### config.mk
export PLATFORM = sky130hd
export DESIGN_NAME = sipq_cell
export DESIGN_NICKNAME = d
export VERILOG_FILES = /design/src/sorted_insert_priority_queue_assert.svh /design/src/sipq_pkg.sv /design/src/sipq_cell.sv
export SDC_FILE = /design/constraint.sdc
export NUM_CORES = 1
export LEC_CHECK = 0
export BUFFER_PORTS_ARGS = -buffer_cell sky130_fd_sc_hd__buf_4
export CAP_MARGIN = 0
export CORE_MARGIN = 3
export CORE_UTILIZATION = 43
export DETAILED_ROUTE_END_ITERATION = 7
export PLACE_DENSITY = 0.88
export SKIP_CTS_REPAIR_TIMING = 1
export SYNTH_ARGS = -nofsm -noshare
export SYNTH_HDL_FRONTEND = slang
export SYNTH_SLANG_ARGS = --single-unit
### constraint.sdc
create_clock -name clk_i -period 7.7 [get_ports clk_i]
set_clock_uncertainty 0.05 [all_clocks]
set_input_delay 1.54 -clock clk_i [delete_from_list [all_inputs] [get_ports clk_i]]
set_output_delay 1.54 -clock clk_i [all_outputs]
set_load 0.02 [all_outputs]
### src/sorted_insert_priority_queue_assert.svh
// Assertion macros for the sorted insert priority queue.
// Each macro expects clk_i and rst_ni to be visible in the module that uses it.
`ifndef SORTED_INSERT_PRIORITY_QUEUE_ASSERT_SVH
`define SORTED_INSERT_PRIORITY_QUEUE_ASSERT_SVH

// The consequent must hold in the cycle after the antecedent.
`define SIPQ_ASSERT_NEXT(lbl, ante, cons) \
  lbl: assert property (@(posedge clk_i) disable iff (!rst_ni) (ante) |=> (cons)) \
    else $error("next-cycle check failed");

// The condition must hold at every clock edge outside reset.
`define SIPQ_ASSERT_ALWAYS(lbl, cond) \
  lbl: assert property (@(posedge clk_i) disable iff (!rst_ni) (cond)) \
    else $error("invariant check failed");

`endif

### src/sipq_pkg.sv
// Shared types and codes for the sorted insert priority queue.
// Used by sipq_cell and sorted_insert_priority_queue; no dependencies.
package sipq_pkg;

  localparam int unsigned FieldW   = 32;
  localparam int unsigned CountOutW = 7;
  localparam int unsigned InDataW  = 64;
  localparam int unsigned OutDataW = 80;

  typedef enum logic {
    ACT_INSERT = 1'b0,
    ACT_REMOVE = 1'b1
  } action_e;

  typedef enum logic [1:0] {
    ST_OK    = 2'd0,
    ST_EMPTY = 2'd1,
    ST_FULL  = 2'd2
  } status_e;

  typedef struct packed {
    logic ins;
    logic rem;
  } cell_ctrl_t;

endpackage

### src/sipq_cell.sv
// One slot of the sorted chain: holds a key and payload and exchanges them
// with its neighbors on insert and remove. Depends on sipq_pkg.
module sipq_cell import sipq_pkg::*; #(
  parameter int unsigned KEY_WIDTH     = 32,
  parameter int unsigned PAYLOAD_WIDTH = 32
) (
  input  logic                     clk_i,
  input  cell_ctrl_t               ctrl_i,
  input  logic                     occ_i,
  input  logic [KEY_WIDTH-1:0]     new_key_i,
  input  logic [PAYLOAD_WIDTH-1:0] new_pay_i,
  input  logic                     left_gt_i,
  input  logic [KEY_WIDTH-1:0]     left_key_i,
  input  logic [PAYLOAD_WIDTH-1:0] left_pay_i,
  input  logic [KEY_WIDTH-1:0]     right_key_i,
  input  logic [PAYLOAD_WIDTH-1:0] right_pay_i,
  output logic                     gt_o,
  output logic [KEY_WIDTH-1:0]     key_o,
  output logic [PAYLOAD_WIDTH-1:0] pay_o
);

  logic [KEY_WIDTH-1:0]     key_q, key_d;
  logic [PAYLOAD_WIDTH-1:0] pay_q, pay_d;

  // An empty slot, or one whose key is strictly larger, yields to the new entry.
  assign gt_o = !occ_i || (new_key_i < key_q);

  always_comb begin
    key_d = key_q;
    pay_d = pay_q;
    priority if (ctrl_i.rem) begin
      key_d = right_key_i;
      pay_d = right_pay_i;
    end else if (ctrl_i.ins && gt_o) begin
      if (left_gt_i) begin
        key_d = left_key_i;
        pay_d = left_pay_i;
      end else begin
        key_d = new_key_i;
        pay_d = new_pay_i;
      end
    end else begin
      key_d = key_q;
      pay_d = pay_q;
    end
  end

  always_ff @(posedge clk_i) begin
    key_q <= key_d;
    pay_q <= pay_d;
  end

  assign key_o = key_q;
  assign pay_o = pay_q;

endmodule

==> results by group <==
Outcome
  • Outcome: complete, no violations

Cells and area
  • Share of cells above drive strength 1: 42.7%
  • Most frequent cells in the layout: 264 x buf_4, 71 x nand2_1, 68 x o21ai_0, 64 x mux2i_1, 64 x edfxtp_1
  • Commonest non-fill, non-tap cell in the layout: buf_4
  • Final Instance Area: 6240 sq um
  • Final #Nets: 872
  • Number of fill cells: 682
  • Finished Core Util: 70.2%
  • Final Non-Filler Cells: 756
  • Area Growth Syn to Fin: 55.9%
  • Diode count: 0

Pwr
  • Overall power: roughly 1.1 mW
  • PD cells: 175 nW/um^2
  • VDD IR max: about 0.11 mV
  • P_leak: around 3.1 nW

Critical path
  • Worst-path cell chain: buf_4 > ha_1 > a211o_1 > a31oi_1 > o311a_1 > nor3_1 > o311a_1 > o21ai_0 > buf_4
  • Path depth of the worst reg2reg path: 9
  • Reg2reg end: pay_o[24]
  • CP required: 6110 ps
  • Crit Path Max Fanout: 2
  • Worst path max stage delay: 330 ps
  • R2r setup slk: 4760 ps
  • Crit path arrival time: 3500 ps
  • End of the critical path: gt_o
  • RR Startpoint: key_o[2]
  • Startpoint Class: input port
  • Critical Path Sink Type: output pin
  • Worst path slowest cell: o311a_1
  • Critical path launch point: new_key_i[2]
  • Setup CP Type: in2out

Place
  • Pre-CTS setup slack: around 2600 ps
  • Dpl hpwl: 9.86 mm
  • Area after DPL: about 6000 sq um
  • Number of port buffers: 261
  • Inst Count DP: roughly 740
  • Routability cong.: 0.817

Timing
  • Setup-failing EPs final: 0
  • Worst-Margin Slew: 1110 ps
  • Peak Freq: 0.197 GHz
  • Worst Setup Slack, final: 2610 ps
  • RSZ-0062 raised after global routing: false
  • Setup_tns: 0 ps
  • Slew headroom: between 20% and 30%
  • Tmin final: around 5100 ps
  • Slew Limit Fails: 0
  • Final hold viol count: 0
  • Worst hold slack: 1270 ps
  • Fin crit share: 66.1%

Route
  • DRC viols: 0
  • Vias: 3909
  • Total wire length: 12.3 mm
  • Mean routed wirelength per cell: 16.2 um
  • Number of vias per cell: 5.17
  • First-pass iteration count of the detailed router: 4
  • Initial DRC count: 90
  • Final ANT Viol Nets: 0

Clocking
  • Cts bufs inserted: 9
  • Root Buffer: clkbuf_8
  • H-tree Lvls: 3
  • CTS sink cnt: between 60 and 70
  • Clock slew at reported path FFs: 70 ps
  • CTS tree: built
  • Clk_lat worst skew: 320 ps
  • Clock Path Buffers: 2

GRT
  • First-pass GRT wire length: 17.9 mm
  • GRT Overall Usage: between 20% and 30%
  • Met1 global-route usage: 23.0%
  • Maximum number of pins on one net before global-route repair: 82
  • Busiest grt layer: met2
  • Initial antenna violation count: 0
  • Total grt overflow: 0
  • Routing usage on met2: 41.4%
  • GR Layer Usage met3: under 10%
  • Vias in the first global route: approximately 3900

Floorplan
  • # IOs: 262
  • Die Wd: 102 um
  • Die ar.: 10500 sq um
  • Initial core utilization: between 40% and 50%
  • Core Area: 8890 sq um
  • Num rows: 34
  • Die height: 102 um

Job
  • Max-Cap Viols: 0

Synth
  • Distinct cells, synth: 22
  • Post-Synthesis Cells: 390
  • Synth Register Bits: 64
  • Syn nets: between 600 and 700
  • Post-synthesis sequential area ratio: a little under half
  • Avg Inst Size Synth: 10.3 sq um
  • Synthesis Warnings: 0
  • Area of the mapped netlist: ~4000 sq um

Hold path
  • Hold WC Path Type: reg2reg
[worst max-delay path: cells and delay by family]
| kind | cells | cell delay, ps |
|---|---|---|
| adder cells (fa/ha/maj) | 1 | 310 |
| buffers and inverters | 2 | 320 |
| AO/OA/AOI/OAI | 5 | 1270 |
| AND/OR/NAND/NOR | 1 | 60 |
[layer usage]
| layer | vias to the layer above | wire [um] |
|---|---|---|
| met5 | - | 0 |
| met4 | 0 | 359 |
| met3 | 24 | 944 |
| met2 | 169 | 6620 |
| met1 | 1803 | 4360 |
| li1 | 1913 | - |
[worst min-delay path by stage]
stage                          startpoint        end  slack [ps]  cells after the start
after floorplan           right_key_i[29]  key_o[29]        1680                      2
after global placement          key_o[31]  key_o[24]        1220                      6
after detailed placement        key_o[31]  key_o[25]        1280                      6
after CTS                       key_o[31]   pay_o[3]        1300                      6
after global routing            key_o[31]  key_o[24]        1410                      6
final                           key_o[31]  key_o[24]        1270                      6
[power breakdown]
group	leakage (nW)	internal (mW)	switching [mW]	total [mW]
logic	2.38	0.165	0.170	0.335
clock network	0.101	0.178	0.124	0.302
registers	0.662	0.436	0.0170	0.453
[kinds of logic (layout without fill, tap and decap cells)]
family / after synthesis / count (layout) / share of synthesized area (%)
AO/OA/AOI/OAI: 90 / 90 / 12.0
adder cells (fa/ha/maj): 31 / 31 / 9.69
buffers and inverters: 54 / 312 / 5.28
flip-flops: 64 / 64 / 48.0
multiplexers: 64 / 64 / 16.0
AND/OR/NAND/NOR: 87 / 87 / 9.03
[final cells by class]
type	instances	area [sq um]	share of cell area, %
multi-input combinational	272	1880	30.1
timing repair buffer	264	1980	31.7
clock inverter	5	72.6	1.16
inverter	33	124	1.98
tap	108	135	2.16
clock buffer	10	128	2.04
sequential	64	1920	30.8
[synthesized netlist by cell type]
cell type,number,share of area (%)
nor4_1,1,0.16
mux2i_1,64,16
o21ai_0,68,8.5
or2b_1,1,0.19
a21oi_1,14,1.8
a21o_1,3,0.56
o311a_1,2,0.50
a31oi_1,1,0.16
nand3_1,4,0.50
nor3_1,1,0.12
nand4_1,5,0.78
nor2_1,2,0.19
and4_1,1,0.22
buf_2,7,0.87
ha_1,31,9.7
o31ai_2,1,0.31
nand4b_1,1,0.22
nand2_1,71,6.7
edfxtp_1,64,48
clkbuf_1,14,1.3
inv_1,33,3.1
a211o_1,1,0.22
[sequential cells by signal, summed over array words and instances, names as in the netlist]
register  cells
pay_o        32
key_o        32
Power figures use the tool's default switching activity.
